## config.mk

```make
export PLATFORM = sky130hd
export DESIGN_NAME = iese_ctrl
export DESIGN_NICKNAME = d
export VERILOG_FILES = /design/src/rtl/iese_pkg.sv /design/src/rtl/iese_ctrl.sv
export SDC_FILE = /design/constraint.sdc
export NUM_CORES = 1
export LEC_CHECK = 0
export BUFFER_PORTS_ARGS = -buffer_cell sky130_fd_sc_hd__buf_2
export CORE_ASPECT_RATIO = 1.75
export CORE_MARGIN = 8
export CORE_UTILIZATION = 40
export CTS_CLUSTER_DIAMETER = 100
export DETAILED_ROUTE_END_ITERATION = 10
export GPL_ROUTABILITY_DRIVEN = 0
export GPL_TIMING_DRIVEN = 0
export PLACE_DENSITY = 0.64
export SETUP_SLACK_MARGIN = 0.4
export SYNTH_ARGS = -nofsm -noshare
export SYNTH_HDL_FRONTEND = slang
export SYNTH_SLANG_ARGS = --single-unit
export TNS_END_PERCENT = 100
```

## constraint.sdc

```tcl
create_clock -name clk -period 2.6 [get_ports clk]
set_clock_uncertainty 0.05 [all_clocks]
set_input_delay 0.13 -clock clk [delete_from_list [all_inputs] [get_ports clk]]
set_output_delay 0.13 -clock clk [all_outputs]
set_load 0.02 [all_outputs]
```

## src/rtl/iese_pkg.sv

```systemverilog
// Shared types and constants for the integer expression stack evaluator.
// Token, operator and status codes, precedence lookup and the
// controller/datapath command and status records. No dependencies.
package iese_pkg;

  localparam logic [2:0] CMD_VALUE = 3'd0;
  localparam logic [2:0] CMD_OPEN  = 3'd1;
  localparam logic [2:0] CMD_CLOSE = 3'd2;
  localparam logic [2:0] CMD_OPER  = 3'd3;
  localparam logic [2:0] KIND_NONE = 3'd7;

  localparam logic [3:0] OP_ADD = 4'd0;
  localparam logic [3:0] OP_SUB = 4'd1;
  localparam logic [3:0] OP_MUL = 4'd2;
  localparam logic [3:0] OP_DIV = 4'd3;
  localparam logic [3:0] OP_MOD = 4'd4;
  localparam logic [3:0] OP_AND = 4'd5;
  localparam logic [3:0] OP_OR  = 4'd6;
  localparam logic [3:0] OP_XOR = 4'd7;
  localparam logic [3:0] OP_SHL = 4'd8;
  localparam logic [3:0] OP_SAR = 4'd9;
  localparam logic [3:0] OP_ROL = 4'd10;
  localparam logic [3:0] OP_ROR = 4'd11;
  localparam logic [3:0] OP_POS = 4'd12;
  localparam logic [3:0] OP_NEG = 4'd13;
  localparam logic [3:0] OP_ABS = 4'd14;
  localparam logic [3:0] OP_NOT = 4'd15;

  localparam logic [4:0] OPS_MUL     = 5'd2;
  localparam logic [4:0] OPS_BRACKET = 5'd16;

  localparam logic [3:0] PREC_MUL   = 4'd6;
  localparam logic [3:0] PREC_CLOSE = 4'd0;

  localparam logic [2:0] ST_OK       = 3'd0;
  localparam logic [2:0] ST_UNKNOWN  = 3'd1;
  localparam logic [2:0] ST_MISSING  = 3'd2;
  localparam logic [2:0] ST_DIV_ZERO = 3'd3;
  localparam logic [2:0] ST_OVERFLOW = 3'd4;

  typedef struct packed {
    logic       cap_tok;
    logic       push_tok;
    logic       push_op;
    logic [4:0] op_data;
    logic       pop_op;
    logic       clear_zero;
    logic       ld_a;
    logic       ld_b;
    logic       ld_b_zero;
    logic       rd_sec;
    logic       alu_start;
    logic       wr_res;
    logic       wr_bin;
    logic       out_load;
    logic       out_zero;
    logic [2:0] out_status;
    logic       reset_all;
  } dp_cmd_t;

  typedef struct packed {
    logic       op_empty;
    logic       op_full;
    logic       val_empty;
    logic       val_one;
    logic       val_full;
    logic [4:0] op_top;
    logic       alu_done;
    logic       alu_div0;
  } dp_stat_t;

  function automatic logic [3:0] prec(input logic [3:0] op);
    logic [3:0] p;
    unique case (op)
      OP_ADD, OP_SUB:                 p = 4'd5;
      OP_MUL, OP_DIV, OP_MOD:         p = 4'd6;
      OP_AND:                         p = 4'd3;
      OP_OR:                          p = 4'd1;
      OP_XOR:                         p = 4'd2;
      OP_SHL, OP_SAR, OP_ROL, OP_ROR: p = 4'd4;
      default:                        p = 4'd8;
    endcase
    return p;
  endfunction

  function automatic logic [2:0] flag(input logic [2:0] cur, input logic [2:0] s);
    return (cur == ST_OK) ? s : cur;
  endfunction

endpackage

```

## src/rtl/iese_ctrl.sv

```systemverilog
// Controller: token decode, reduction sequencing, error latching and the
// result request handshake. Uses iese_pkg; drives iese_dp by dp_cmd_t.
module iese_ctrl import iese_pkg::*; (
  input  logic     clk,
  input  logic     rst_n,
  input  logic     in_valid,
  output logic     in_ready,
  input  logic [2:0] in_command,
  input  logic [3:0] in_op_code,
  input  logic     in_last_token,
  output logic     out_valid,
  input  logic     out_ready,
  output dp_cmd_t  dp_cmd,
  input  dp_stat_t dp_stat
);

  typedef enum logic [13:0] {
    S_IDLE   = 14'b00000000000001,
    S_PRE    = 14'b00000000000010,
    S_OPRD   = 14'b00000000000100,
    S_OPCHK  = 14'b00000000001000,
    S_VTOP   = 14'b00000000010000,
    S_VSEC   = 14'b00000000100000,
    S_VLOAD  = 14'b00000001000000,
    S_EXEC   = 14'b00000010000000,
    S_WAIT   = 14'b00000100000000,
    S_POST1  = 14'b00001000000000,
    S_POST2  = 14'b00010000000000,
    S_FINCHK = 14'b00100000000000,
    S_FINRD  = 14'b01000000000000,
    S_EMIT   = 14'b10000000000000
  } ctrl_state_t;

  ctrl_state_t state_r, state_nxt;
  logic [2:0] prev_r, prev_nxt;
  logic [2:0] sprev_r, sprev_nxt;
  logic [2:0] err_r, err_nxt;
  logic       last_r, last_nxt;
  logic       pre_val_r, pre_val_nxt;
  logic       pre_mul_r, pre_mul_nxt;
  logic       red_r, red_nxt;
  logic [3:0] key_r, key_nxt;
  logic       post_val_r, post_val_nxt;
  logic       post_a_en_r, post_a_en_nxt;
  logic [4:0] post_a_r, post_a_nxt;
  logic       post_b_en_r, post_b_en_nxt;
  logic       pop_r, pop_nxt;
  logic       final_r, final_nxt;
  logic       out_valid_r, out_valid_nxt;

  logic [4:0] top;
  logic       unary;

  assign top   = dp_stat.op_top;
  assign unary = top[3:2] == 2'b11;

  always_comb begin
    state_nxt     = state_r;
    prev_nxt      = prev_r;
    sprev_nxt     = sprev_r;
    err_nxt       = err_r;
    last_nxt      = last_r;
    pre_val_nxt   = pre_val_r;
    pre_mul_nxt   = pre_mul_r;
    red_nxt       = red_r;
    key_nxt       = key_r;
    post_val_nxt  = post_val_r;
    post_a_en_nxt = post_a_en_r;
    post_a_nxt    = post_a_r;
    post_b_en_nxt = post_b_en_r;
    pop_nxt       = pop_r;
    final_nxt     = final_r;
    out_valid_nxt = out_valid_r && !out_ready;
    dp_cmd        = '0;
    in_ready      = 1'b0;
    unique case (state_r)
      S_IDLE: begin
        in_ready = 1'b1;
        if (in_valid) begin
          dp_cmd.cap_tok = 1'b1;
          last_nxt      = in_last_token;
          pre_val_nxt   = 1'b0;
          pre_mul_nxt   = 1'b0;
          red_nxt       = 1'b0;
          key_nxt       = PREC_MUL;
          post_val_nxt  = 1'b0;
          post_a_en_nxt = 1'b0;
          post_a_nxt    = OPS_MUL;
          post_b_en_nxt = 1'b0;
          pop_nxt       = 1'b0;
          if (err_r == ST_UNKNOWN || in_command > CMD_OPER) begin
            err_nxt   = ST_UNKNOWN;
            state_nxt = in_last_token ? S_FINCHK : S_IDLE;
          end else begin
            sprev_nxt = prev_r;
            prev_nxt  = in_command;
            state_nxt = S_PRE;
            unique case (in_command)
              CMD_VALUE: begin
                if (prev_r == CMD_VALUE) begin
                  pre_val_nxt = 1'b1;
                  pre_mul_nxt = 1'b1;
                  red_nxt     = 1'b1;
                end else if (prev_r == CMD_CLOSE) begin
                  red_nxt       = 1'b1;
                  post_val_nxt  = 1'b1;
                  post_a_en_nxt = 1'b1;
                end else begin
                  post_val_nxt = 1'b1;
                end
              end
              CMD_OPEN: begin
                post_a_en_nxt = 1'b1;
                if (prev_r == CMD_VALUE || (prev_r == CMD_CLOSE && sprev_r == CMD_VALUE)) begin
                  red_nxt       = 1'b1;
                  post_b_en_nxt = 1'b1;
                end else begin
                  post_a_nxt = OPS_BRACKET;
                end
              end
              CMD_CLOSE: begin
                red_nxt = 1'b1;
                key_nxt = PREC_CLOSE;
                pop_nxt = 1'b1;
              end
              default: begin
                pre_mul_nxt   = prev_r == CMD_VALUE && in_op_code >= OP_POS;
                red_nxt       = 1'b1;
                key_nxt       = prec(in_op_code);
                post_a_en_nxt = 1'b1;
                post_a_nxt    = {1'b0, in_op_code};
              end
            endcase
          end
        end
      end
      S_PRE: begin
        if (pre_val_r) begin
          dp_cmd.push_tok = 1'b1;
          if (dp_stat.val_full) err_nxt = flag(err_nxt, ST_OVERFLOW);
        end
        if (pre_mul_r) begin
          dp_cmd.push_op = 1'b1;
          dp_cmd.op_data = OPS_MUL;
          if (dp_stat.op_full) err_nxt = flag(err_nxt, ST_OVERFLOW);
        end
        state_nxt = red_r ? S_OPRD : S_POST1;
      end
      S_OPRD: begin
        if (final_r) state_nxt = (dp_stat.op_empty || dp_stat.val_empty) ? S_FINRD : S_OPCHK;
        else state_nxt = dp_stat.op_empty ? S_POST1 : S_OPCHK;
      end
      S_OPCHK: begin
        if (!final_r && (top[4] || !(key_r < prec(top[3:0])))) begin
          state_nxt = S_POST1;
        end else if (top[4]) begin
          dp_cmd.pop_op = 1'b1;
          state_nxt     = S_OPRD;
        end else if (dp_stat.val_empty || (!unary && dp_stat.val_one)) begin
          dp_cmd.clear_zero = 1'b1;
          err_nxt           = flag(err_r, ST_MISSING);
          state_nxt         = S_OPRD;
        end else begin
          state_nxt = S_VTOP;
        end
      end
      S_VTOP: state_nxt = S_VSEC;
      S_VSEC: begin
        if (unary) begin
          dp_cmd.ld_a      = 1'b1;
          dp_cmd.ld_b_zero = 1'b1;
          state_nxt        = S_EXEC;
        end else begin
          dp_cmd.ld_b   = 1'b1;
          dp_cmd.rd_sec = 1'b1;
          state_nxt     = S_VLOAD;
        end
      end
      S_VLOAD: begin
        dp_cmd.ld_a = 1'b1;
        state_nxt   = S_EXEC;
      end
      S_EXEC: begin
        dp_cmd.alu_start = 1'b1;
        state_nxt        = S_WAIT;
      end
      S_WAIT: begin
        if (dp_stat.alu_done) begin
          dp_cmd.wr_res = 1'b1;
          dp_cmd.wr_bin = !unary;
          dp_cmd.pop_op = 1'b1;
          if (dp_stat.alu_div0) err_nxt = flag(err_r, ST_DIV_ZERO);
          state_nxt = S_OPRD;
        end
      end
      S_POST1: begin
        if (post_val_r) begin
          dp_cmd.push_tok = 1'b1;
          if (dp_stat.val_full) err_nxt = flag(err_nxt, ST_OVERFLOW);
        end
        if (post_a_en_r) begin
          dp_cmd.push_op = 1'b1;
          dp_cmd.op_data = post_a_r;
          if (dp_stat.op_full) err_nxt = flag(err_nxt, ST_OVERFLOW);
        end
        state_nxt = S_POST2;
      end
      S_POST2: begin
        if (post_b_en_r) begin
          dp_cmd.push_op = 1'b1;
          dp_cmd.op_data = OPS_BRACKET;
          if (dp_stat.op_full) err_nxt = flag(err_r, ST_OVERFLOW);
        end
        if (pop_r && !dp_stat.op_empty) dp_cmd.pop_op = 1'b1;
        state_nxt = last_r ? S_FINCHK : S_IDLE;
      end
      S_FINCHK: begin
        if (err_r == ST_OK && !dp_stat.val_empty) begin
          final_nxt = 1'b1;
          state_nxt = S_OPRD;
        end else begin
          if (err_r == ST_OK) err_nxt = ST_MISSING;
          state_nxt = S_FINRD;
        end
      end
      S_FINRD: state_nxt = S_EMIT;
      S_EMIT: begin
        if (!out_valid_r || out_ready) begin
          dp_cmd.out_load   = 1'b1;
          dp_cmd.out_zero   = err_r != ST_OK || dp_stat.val_empty;
          dp_cmd.out_status = err_r;
          dp_cmd.reset_all  = 1'b1;
          out_valid_nxt     = 1'b1;
          prev_nxt          = KIND_NONE;
          sprev_nxt         = KIND_NONE;
          err_nxt           = ST_OK;
          final_nxt         = 1'b0;
          state_nxt         = S_IDLE;
        end
      end
      default: state_nxt = S_IDLE;
    endcase
  end

  always_ff @(posedge clk) begin
    if (!rst_n) begin
      state_r     <= S_IDLE;
      prev_r      <= KIND_NONE;
      sprev_r     <= KIND_NONE;
      err_r       <= ST_OK;
      last_r      <= 1'b0;
      pre_val_r   <= 1'b0;
      pre_mul_r   <= 1'b0;
      red_r       <= 1'b0;
      key_r       <= PREC_CLOSE;
      post_val_r  <= 1'b0;
      post_a_en_r <= 1'b0;
      post_a_r    <= OPS_MUL;
      post_b_en_r <= 1'b0;
      pop_r       <= 1'b0;
      final_r     <= 1'b0;
      out_valid_r <= 1'b0;
    end else begin
      state_r     <= state_nxt;
      prev_r      <= prev_nxt;
      sprev_r     <= sprev_nxt;
      err_r       <= err_nxt;
      last_r      <= last_nxt;
      pre_val_r   <= pre_val_nxt;
      pre_mul_r   <= pre_mul_nxt;
      red_r       <= red_nxt;
      key_r       <= key_nxt;
      post_val_r  <= post_val_nxt;
      post_a_en_r <= post_a_en_nxt;
      post_a_r    <= post_a_nxt;
      post_b_en_r <= post_b_en_nxt;
      pop_r       <= pop_nxt;
      final_r     <= final_nxt;
      out_valid_r <= out_valid_nxt;
    end
  end

  assign out_valid = out_valid_r;

endmodule

```

# After elaboration in Yosys (flattened, before gate mapping)
# Memory sizes are Yosys's and may differ from the RTL's.
# Index checks and enable logic that the tools add are counted.
classes:
  magnitude_cmp: 3
  n_eq_ne: 33
  muxes: 107
  n_reduce_logical: 39
ops:
  columns: ["operator", "count"]
  rows:
  - ["$pmux 14 s14", 1]
  - ["$mux 3", 31]
  - ["$mux 14", 5]
  - ["$mux 13", 3]
  - ["$mux 12", 3]
  - ["$mux 1", 35]
  - ["$mux 6", 5]
  - ["$ne 2x2->1 const B", 14]
  - ["$pmux 3 s8", 1]
  - ["$mux 10", 2]
  - ["$logic_not 3->1", 6]
  - ["$pmux 6 s3", 1]
  - ["$mux 5", 3]
  - ["$eq 14x1->1 const B", 1]
  - ["$eq 14x10->1 const B", 1]
  - ["$eq 14x11->1 const B", 1]
  - ["$eq 14x12->1 const B", 1]
  - ["$eq 14x13->1 const B", 1]
  - ["$eq 14x14->1 const B", 1]
  - ["$eq 14x2->1 const B", 1]
  - ["$eq 14x3->1 const B", 1]
  - ["$eq 14x4->1 const B", 1]
  - ["$eq 14x5->1 const B", 1]
  - ["$eq 14x6->1 const B", 1]
  - ["other kinds (28)", 61]
word_totals:
  ff_bits: 42
  rom_bits: 128
  output_inout_bits: 25
  mem_count: 2
memory_table:
  columns: ["name", "depth", "word_bits", "read_ports", "rd_clocked_by_memory_dff", "write_ports", "line", "source"]
  rows:
  - ["(no name shown)", 16, 4, 1, 0, 0, "iese_pkg.sv:74", "unique case (op)"]
  - ["(no name shown)", 16, 4, 1, 0, 0, "iese_pkg.sv:74", null]

# Longest topological paths before layout
# Gate-level depths: netlist of run 1.
depth:
  word_depth: 10
  depth_mapped: 11

# Worst setup path before layout of run 1
# OpenSTA, ideal clock, no wires.
synth_timing:
  kind: "flip-flop to flip-flop"
  from: "register state_r[5]"
  to: "register pre_mul_r"
  setup_ns: 0.074
  t_arrival_ns: 2.453
  required_time_ns: 2.476
  slack_ns: 0.022
  path_stages_with_launch: 10
  period_less_slack_ns: 2.578
  path_cell_list: "dfxtp_1 -> buf_6 -> or4_4 -> buf_6 -> or4_4 -> clkinv_2 -> and3_1 -> nand4_1 -> or4_1 -> a31oi_1"
synth_between:
  elab_chain_len: 2
synth_lines:
  columns: ["element", "line", "source"]
  rows:
  - ["from (decl)", "iese_ctrl.sv:34", "ctrl_state_t state_r, state_nxt;"]
  - ["from (signal assigned)", "iese_ctrl.sv:264", "state_r <= state_nxt;"]
  - ["$eq 14x1->1", "iese_ctrl.sv:76", "unique case (state_r)"]
  - ["$reduce_and 2->1 (no source line)", null, null]
  - ["to (signal assigned)", "iese_ctrl.sv:270", "pre_mul_r <= pre_mul_nxt;"]
  - ["to (decl)", "iese_ctrl.sv:40", "logic pre_mul_r, pre_mul_nxt;"]
# Every way passes these cells.
# A chain may end at the register's enable or synchronous reset.

# Final worst setup path of run 1
# Same ends and word-level chain as after synthesis.

==> results of run 1 <==
## how the worst max path moves through the flow
| stage | startpoint | to | slack [ps] |
|---|---|---|---|
| floorplan | state_r[5] | pre_mul_r | 60 |
| global placement | state_r[5] | err_r[2] | -650 |
| detailed placement | state_r[5] | err_r[2] | -620 |
| CTS | state_r[5] | pre_mul_r | -50 |
| global route | state_r[5] | pre_mul_r | -170 |
| finish | state_r[5] | pre_mul_r | -80 |
## routing by layer
metal	up-vias	global-route usage	routed length [um]
met5	-	0	0
li1	1466	-	-
met1	1550	0.198	3830
met3	65	0.0401	616
met4	0	0.137	725
met2	198	0.389	5760
## critical path, delay by kind of cell (launching register included)
| kind | cells | cell delay [ps] |
|---|---|---|
| flip-flops | 1 | 320 |
| AND/OR/NAND/NOR | 5 | 1710 |
| buffers and inverters | 3 | 310 |
| AO/OA/AOI/OAI | 1 | 200 |
## layout make-up
cell class	count	share of cell area
multi-input cells	252	0.484
repair buffers	107	0.210
clock buffers	6	0.0195
flip-flops and latches	42	0.202
plain buffers	17	0.0419
inverters	18	0.0189
well taps	80	0.0236
## layout by cell type, fill, tap and decap left out, types with 12 or more instances in the layout
master and count:
nor3_1 15, buf_2 27, a21oi_1 12, buf_4 43, o21ai_0 12, inv_1 14, dfxtp_1 33, nor2_1 31
buf_6 38, nand2_1 20
## repair_timing
action	CTS	global route
hold endpoints to repair	2	0
pin swaps	34	30
gates resized for setup	119	71
cloned	2	1
setup buffers	31	25
setup endpoints to repair	62	52
hold buffers	2	0
## stage by stage
step,std cells,util,setup TNS [ps]
final,522,0.686,-490
after global routing,522,0.686,-1050
after CTS,496,0.609,-46.2
after detailed placement,455,0.470,-4620
after global placement,455,0.470,-4860
after floorplan,329,-,0
## cells by family (layout without fill, tap and decap cells)
family / Yosys count / after routing
fa+ha+maj: 7 / 7
mux: 1 / 1
xor+xnor: 1 / 1
flops: 42 / 42
compound gates: 78 / 78
simple gates: 165 / 165
buf+inv: 35 / 148
## sequential cells by signal (all words and copies together) (netlist names)
name and flops:
state_r 14, post_a_r 5, key_r 4, err_r 3
prev_r 3, sprev_r 3, final_r 1, last_r 1
out_valid 1, pop_r 1, post_a_en_r 1, post_b_en_r 1
post_val_r 1, pre_mul_r 1, pre_val_r 1, red_r 1
## power breakdown
part           leakage (nW)  switching [mW]  internal [mW]
Combinational          1.41           0.752          0.744
Clock                0.0431           0.225          0.205
Sequential            0.345          0.0898          0.703
==> impl_metrics.json, run 1 <==
{
  "nFillCells": 473,
  "max_stage_delay_ps": 510,
  "htreeDepth": 2,
  "ys_types": 55,
  "clk_latency_ps": 290,
  "startpoint_type": "flop",
  "status": "complete, but fails checks",
  "tightest_slew_ps": 742,
  "area_growth_pct": 67.2,
  "synth_flop_cell": "dfxtp_1",
  "maxSlewViolCount": 0,
  "yosys-top-cells-count": "dfxtp_1 (42), nor2_1 (35), nand2_1 (29)",
  "fin_nets": 474,
  "regArea_um2": 855,
  "hold_end": "post_a_r[0]",
  "synth_fa_ha_area_frac": 0.0346,
  "grt_use_total": 0.207,
  "grt_first_pass_wirelength_um": 15600,
  "rsz0062_at_grt": "yes",
  "drt-total-wl_um": 10900,
  "dieWidth_um": 76.2,
  "hp-class": "in2reg",
  "drtIter0Drc": 264,
  "syn_nets": 360,
  "wl_per_cell_um": 21.0,
  "yosysWarnings": 0,
  "finalInstanceArea_um2": 4240,
  "violations": "negative setup slack",
  "via_per_inst": 6.28,
  "grt_pass1_vias": 3108,
  "vdd_ir_drop_max_mv": 0.453,
  "yosys.area_share.simple": 0.359,
  "synthCells": 329,
  "setup_viol": 11,
  "muxShareOfSynthArea": 0.00395,
  "synth_xor_area_frac": 0.00346,
  "tritoncts": "built",
  "cts.sinks": 42,
  "crit_chain": "buf_6, or4_4, buf_8, or4_4, clkinv_4, and3_4, nand4_1, or4_1, a31oi_1",
  "start_util": 0.410,
  "power_leakage_nw": 1.79,
  "rr_worst_depth": 9,
  "fin_crit_sh": 1.03,
  "drv_cap": 0,
  "cts_root_buf": "clkbuf_8",
  "dp_slack_ps": -624,
  "reg2reg_to": "pre_mul_r",
  "synth_seq_cells": 42,
  "grt_max_degree": 12,
  "hp-start": "in_op_code[0]",
  "crit_fanout": 4,
  "final.min_clock_period_ps": 2680,
  "layout-drive-gt1-share": 0.480,
  "placement.cell_area_um2": 2900,
  "first_pass_iters": 8,
  "n_antenna_cell": 0,
  "p_per_area_nw_per_um2": 642,
  "seq_area_frac_synth": 0.332,
  "rows": 38,
  "multi_input_area_um2": 2050,
  "final_hold_viol_count": 0,
  "io_pins": 49,
  "synth_enable_flop_cells": 0,
  "synth_compound_area_frac": 0.205,
  "netlist_area_um2": 2530,
  "crit_slowest_cell": "or4_4",
  "fmax_mhz": 372,
  "gr-total-overflow": 0,
  "cts.clk_slew.worst_paths_ps": 80,
  "die_y_um": 121,
  "critical_path_class": "reg2reg",
  "whs_path_depth": 3,
  "clk_path_buf_depth": 2,
  "synth_top_area_cell": "dfxtp_1",
  "end_kind": "flop",
  "worst_slack_ps": -84.6,
  "numCtsBuffers": 5,
  "synth.area.top_cells": "dfxtp_1 (33%), nor2_1 (5.2%), nand2_1 (4.3%)",
  "r2r-start": "state_r[5]",
  "antenna_found_initial": 0,
  "cp.required_ps": 2760,
  "port_buffers": 46,
  "core_um2": 6180,
  "synth_most_common_cell": "dfxtp_1",
  "synth_top_area_share": 0.332,
  "async_flop_share": 0,
  "synth_top_family_by_area": "simple AND/OR/NAND/NOR gates",
  "drc": 0,
  "via_count": 3279,
  "arrival_ps": 2840,
  "slew_headroom": 0.501,
  "crit_path_frequent_cell": "or4_4",
  "fin_total_pwr_mw": 2.72,
  "r2r_slack_ps": -80,
  "dp.final_hpwl_um": 6580,
  "whs_ps": 69.4,
  "dieArea_um2": 9240,
  "syn_avg_cell_area_um2": 7.70,
  "ant_nets": 0
}
(Power assumes the default switching activity.)
==> run 2, diff against run 1 <==
--- a/config.mk
+++ b/config.mk
@@ -9,11 +9,11 @@
 export CORE_ASPECT_RATIO = 1.75
 export CORE_MARGIN = 8
 export CORE_UTILIZATION = 40
-export CTS_CLUSTER_DIAMETER = 100
 export DETAILED_ROUTE_END_ITERATION = 10
 export GPL_ROUTABILITY_DRIVEN = 0
 export GPL_TIMING_DRIVEN = 0
 export PLACE_DENSITY = 0.64
+export REMOVE_ABC_BUFFERS = 1
 export SETUP_SLACK_MARGIN = 0.4
 export SYNTH_ARGS = -nofsm -noshare
 export SYNTH_HDL_FRONTEND = slang
==> run 2 against run 1 <==
The run still ends with negative setup slack left. Cell count is 1.9% lower. Critical path depth stayed put. Die area stayed put. Largest cell class unchanged. Largest power group unchanged. Highest routed layer is now met5.
==> impl_metrics.json, run 2 (synthesis gave the netlist of run 1 again) <==
{
  "placed_cells": 441,
  "p_per_area_nw_per_um2": 620,
  "tightest_slew_ps": 858,
  "vdd_ir_drop_max_mv": 0.372,
  "cp-startpoint": "state_r[11]",
  "final_hold_viol_count": 0,
  "maxSlewViolCount": 0,
  "grt_pass1_vias": 3060,
  "core_um2": 6180,
  "reg2reg_to": "err_r[0]",
  "rows": 38,
  "violations": "negative setup slack",
  "grt_use_total": 0.200,
  "largest_reg_flops": 14,
  "grt_max_degree": 26,
  "antenna_found_initial": 1,
  "rr_worst_depth": 9,
  "utilization": 0.663,
  "arrival_ps": 2810,
  "drc": 0,
  "drv_cap": 0,
  "crit_fanout": 4,
  "r2r-start": "state_r[11]",
  "die_y_um": 121,
  "startpoint_type": "flop",
  "final.min_clock_period_ps": 2670,
  "via_per_inst": 6.12,
  "start_util": 0.410,
  "biggestRegsByFlops": "state_r (14), post_a_r (5), key_r (4)",
  "setup_viol": 1,
  "cts_root_buf": "clkbuf_8",
  "cts.sinks": 42,
  "critical_path_class": "reg2reg",
  "grt_first_pass_wirelength_um": 15300,
  "cp.required_ps": 2730,
  "status": "complete, but fails checks",
  "final_cell_count_no_fill": 512,
  "n_antenna_cell": 0,
  "slew_headroom": 0.427,
  "ant_nets": 0,
  "drtIter0Drc": 238,
  "clk_path_buf_depth": 2,
  "drt-total-wl_um": 10100,
  "power_leakage_nw": 1.69,
  "fin_crit_sh": 1.03,
  "wl_per_cell_um": 19.7,
  "area_growth_pct": 61.7,
  "tritoncts": "built",
  "io_pins": 49,
  "numCtsBuffers": 5,
  "first_pass_iters": 4,
  "rsz0062_at_grt": "yes",
  "dp_slack_ps": -495,
  "layout-drive-gt1-share": 0.461,
  "top_register": "state_r",
  "hp-class": "in2reg",
  "r2r_slack_ps": -70,
  "port_buffers": 48,
  "dp.final_hpwl_um": 6000,
  "final_cell_mix": "buf_4 (48), buf_6 (34), nor2_1 (32)",
  "clk_latency_ps": 290,
  "via_count": 3131,
  "htreeDepth": 2,
  "end_kind": "flop",
  "fin_nets": 463,
  "cts.clk_slew.worst_paths_ps": 80,
  "gr-total-overflow": 0,
  "fmax_mhz": 374,
  "fin_total_pwr_mw": 2.54,
  "final_common_cell": "buf_4",
  "dieWidth_um": 76.2,
  "nFillCells": 476,
  "worst_slack_ps": -73.6,
  "whs_ps": 47.9,
  "endpoint": "err_r[0]",
  "dieArea_um2": 9240
}
[run 2: cell type report]
type,count,area [um2],area share
inverter,18,90.1,0.0220
tap,80,100,0.0244
sequential,42,881,0.215
multi-input combinational,253,2020,0.494
clock buffer,7,76.3,0.0186
timing repair buffer,112,928,0.226
[run 2: metal layers]
layer  share of wire  up-vias  track usage
met2            0.54      127        0.363
met5          0.0015        -            0
met1            0.35     1507        0.202
met4           0.060        2        0.126
li1                -     1437            -
met3           0.047       58       0.0453
[run 2: metrics by stage]
step	TNS [ps]	instance area (um2)
2_1_floorplan	-3060	2440
3_3_place_gp	-19810	2790
3_5_place_dp	-6070	2800
4_1_cts	0	3620
5_1_grt	-248	4100
6_report	-73.6	4100
[run 2: critical path, cell delays in order, from the launching register on]
cell,delay [ps]
dfxtp_4,360
or4_4,550
or4_4,580
inv_8,90
buf_4,160
buf_4,130
a32oi_2,70
o2111ai_4,190
nor2_1,100
o221a_1,280
[run 2: worst min-delay path by stage]
stage                        startpoint           to  cells after the start
final                     in_command[2]   state_r[1]                      2
after global routing      in_command[2]   state_r[1]                      2
after CTS                 in_command[2]   state_r[1]                      2
after detailed placement     dp_stat[6]   state_r[4]                      2
after global placement       dp_stat[6]   state_r[4]                      2
after floorplan                   rst_n  post_a_r[1]                      1
[run 2: timing repair]
action                     in CTS  in global routing
buffers inserted               38                 23
gates cloned                    0                  1
resized for setup             112                 70
hold endpoints to repair        2                  0
pin swaps                      26                 20
setup endpoints to repair      55                 56
hold buffers                    2                  0
[run 2: report_power, final]
part	internal, mW	switching, mW
Clock	0.185	0.223
Sequential	0.702	0.0702
Combinational	0.643	0.720
==> run 3, diff against run 2 <==
--- a/config.mk
+++ b/config.mk
@@ -5,6 +5,7 @@
 export SDC_FILE = /design/constraint.sdc
 export NUM_CORES = 1
 export LEC_CHECK = 0
+export ABC_AREA = 1
 export BUFFER_PORTS_ARGS = -buffer_cell sky130_fd_sc_hd__buf_2
 export CORE_ASPECT_RATIO = 1.75
 export CORE_MARGIN = 8
==> run 3 against run 2 <==
The run now ends clean. Die area grew 2.5%. Worst hold slack gained 48 ps. Global-route usage shrank 3.8 points. First-iteration DRC count shrank 33%. Largest cell class unchanged.
==> impl_metrics.json, run 3 <==
{
  "placed_cells": 534,
  "tightest_slew_ps": 946,
  "synth_top_area_share": 0.322,
  "core_um2": 6440,
  "vdd_ir_drop_max_mv": 0.486,
  "ys_types": 33,
  "port_buffers": 48,
  "clk_path_buf_depth": 2,
  "grt_first_pass_wirelength_um": 12400,
  "drt-met1-wl_um": 2780,
  "dp.final_hpwl_um": 6120,
  "top_layer": "met4",
  "syn_avg_cell_area_um2": 6.30,
  "netlist_area_um2": 2610,
  "clk_latency_ps": 280,
  "cts.clk_slew.worst_paths_ps": 60,
  "crit_slowest_cell": "dfxtp_1",
  "layout-drive-gt1-share": 0.191,
  "ant_nets": 0,
  "synth_seq_cells": 42,
  "hp-class": "in2reg",
  "arrival_ps": 1930,
  "p_per_area_nw_per_um2": 600,
  "status": "completed",
  "critical_path_class": "reg2out",
  "drt-total-wl_um": 7590,
  "max_stage_delay_ps": 330,
  "seq_area_frac_synth": 0.322,
  "final_cell_mix": "nand2_1 (78), nor2_1 (66), inv_1 (63)",
  "die_y_um": 123,
  "synth_flop_cell": "dfxtp_1",
  "yosys-top-cells-count": "nand2_1 (78), nor2_1 (67), inv_1 (64)",
  "synth.area.top_cells": "dfxtp_1 (32%), nand2_1 (11%), nor2_1 (9.6%)",
  "dieWidth_um": 77.1,
  "final_common_cell": "nand2_1",
  "rows": 39,
  "grt_use_total": 0.162,
  "drc": 0,
  "final_hold_viol_count": 0,
  "gr-total-overflow": 0,
  "htreeDepth": 2,
  "numCtsBuffers": 5,
  "cts.sinks": 42,
  "end_kind": "primary output",
  "area_growth_pct": 18.2,
  "yosysWarnings": 0,
  "hold_buffers": 0,
  "synthCells": 415,
  "biggestRegsByFlops": "state_r (14), post_a_r (5), key_r (4)",
  "fin_crit_sh": 0.810,
  "wl_per_cell_um": 13.9,
  "dr_wl_met2_um": 4100,
  "via_count": 2801,
  "setup_tns_ps": 0,
  "tritoncts": "built",
  "antenna_found_initial": 0,
  "n_antenna_cell": 0,
  "synth_most_common_cell": "nand2_1",
  "io_pins": 49,
  "fin_nets": 495,
  "fmax_mhz": 475,
  "rsz0062_at_grt": "no",
  "dieArea_um2": 9480,
  "cp.required_ps": 2420,
  "slew_headroom": 0.368,
  "top_register": "state_r",
  "final.min_clock_period_ps": 2110,
  "async_flop_share": 0,
  "setup_viol": 0,
  "grt_pass1_vias": 2728,
  "synth_enable_flop_cells": 0,
  "power_leakage_nw": 1.62,
  "drv_cap": 0,
  "start_util": 0.406,
  "drtIter0Drc": 160,
  "startpoint_type": "flop",
  "grt_max_degree": 30,
  "maxSlewViolCount": 0,
  "final_cell_count_no_fill": 547,
  "crit_chain": "nor2_2, nand2_2, nor2_4, nand2_1, nor2_1, a311o_1, buf_2",
  "crit_fanout": 7,
  "first_pass_iters": 6,
  "via_per_inst": 5.12,
  "dr_wl_met3_um": 378,
  "synth_top_area_cell": "dfxtp_1",
  "cts_root_buf": "clkbuf_16",
  "largest_reg_flops": 14
}
## run 3: cell types whose count changed after synthesis, moves of 7 or more
cell	delta
a21oi_1	+11
nor2_2	+7
nand2_1	+49
clkbuf_1	-7
nor2_1	+32
nor4b_1	-8
nor4_1	-11
and3_1	-8
nand2_2	+9
nand3_1	+26
inv_1	+47
nor3_1	-11
## run 3: path summary, 6_finish.rpt
check / from / endpoint / slack (ps) / cells past startpoint
worst min register to register: post_a_r[2] / post_a_r[2] / 410 / 2
worst max-delay path: state_r[6] / dp_cmd[14] / 490 / 7
worst max register to register: state_r[6] / err_r[2] / 510 / 14
worst min-delay path: in_command[1] / key_r[1] / 100 / 2
## run 3: timing repair
| item | in CTS | in global routing |
|---|---|---|
| pin swaps | 1 | 1 |
| buffers inserted | 4 | 1 |
| resized for setup | 0 | 4 |
| setup endpoints to repair | 6 | 16 |
## run 3: routing by layer
metal / up-vias / GRT usage
met3: 22 / 0.0320
met5: - / 0
met2: 83 / 0.312
met4: 0 / 0.0938
li1: 1431 / -
met1: 1265 / 0.155
## run 3: area by class of cell
type | instances | area, um2
Tap cell | 82 | 103
Sequential cell | 42 | 841
Clock buffer | 6 | 139
Multi-Input combinational cell | 294 | 1460
Inverter | 68 | 255
Timing Repair Buffer | 53 | 278
Fill cell | 712 | 3350
Clock inverter | 2 | 12.5
## run 3: cell families after synthesis
family / share of synthesized area
buffers and inverters: 0.124
adder cells (fa/ha/maj): 0.0335
AND/OR/NAND/NOR: 0.380
AO/OA/AOI/OAI: 0.141
flip-flops: 0.322
## run 3: critical path, delay by kind of cell (launching register included)
kind	cells	cell delay [ps]
AND/OR/NAND/NOR	5	970
AO/OA/AOI/OAI	1	170
flip-flops	1	330
buffers and inverters	1	170
## run 3: metrics by stage
step                hold slack, ps  setup slack [ps]  utilization  total power, mW  instance area, um2
detailed placement             386               408        0.448             1.21                2890
finish                        96.3               494        0.480             1.85                3090
floorplan                      164               398            -             1.08                2540
global route                   108               406        0.480             1.96                3090
global placement               388               419        0.448             1.20                2890
CTS                           94.6               406        0.476             1.85                3070
## run 3: where the power goes
| part | internal (mW) | total (mW) | switching, mW | leakage [nW] |
|---|---|---|---|---|
| clock network | 0.380 | 0.626 | 0.246 | 0.0729 |
| logic | 0.163 | 0.486 | 0.323 | 1.20 |
| registers | 0.702 | 0.741 | 0.0392 | 0.342 |
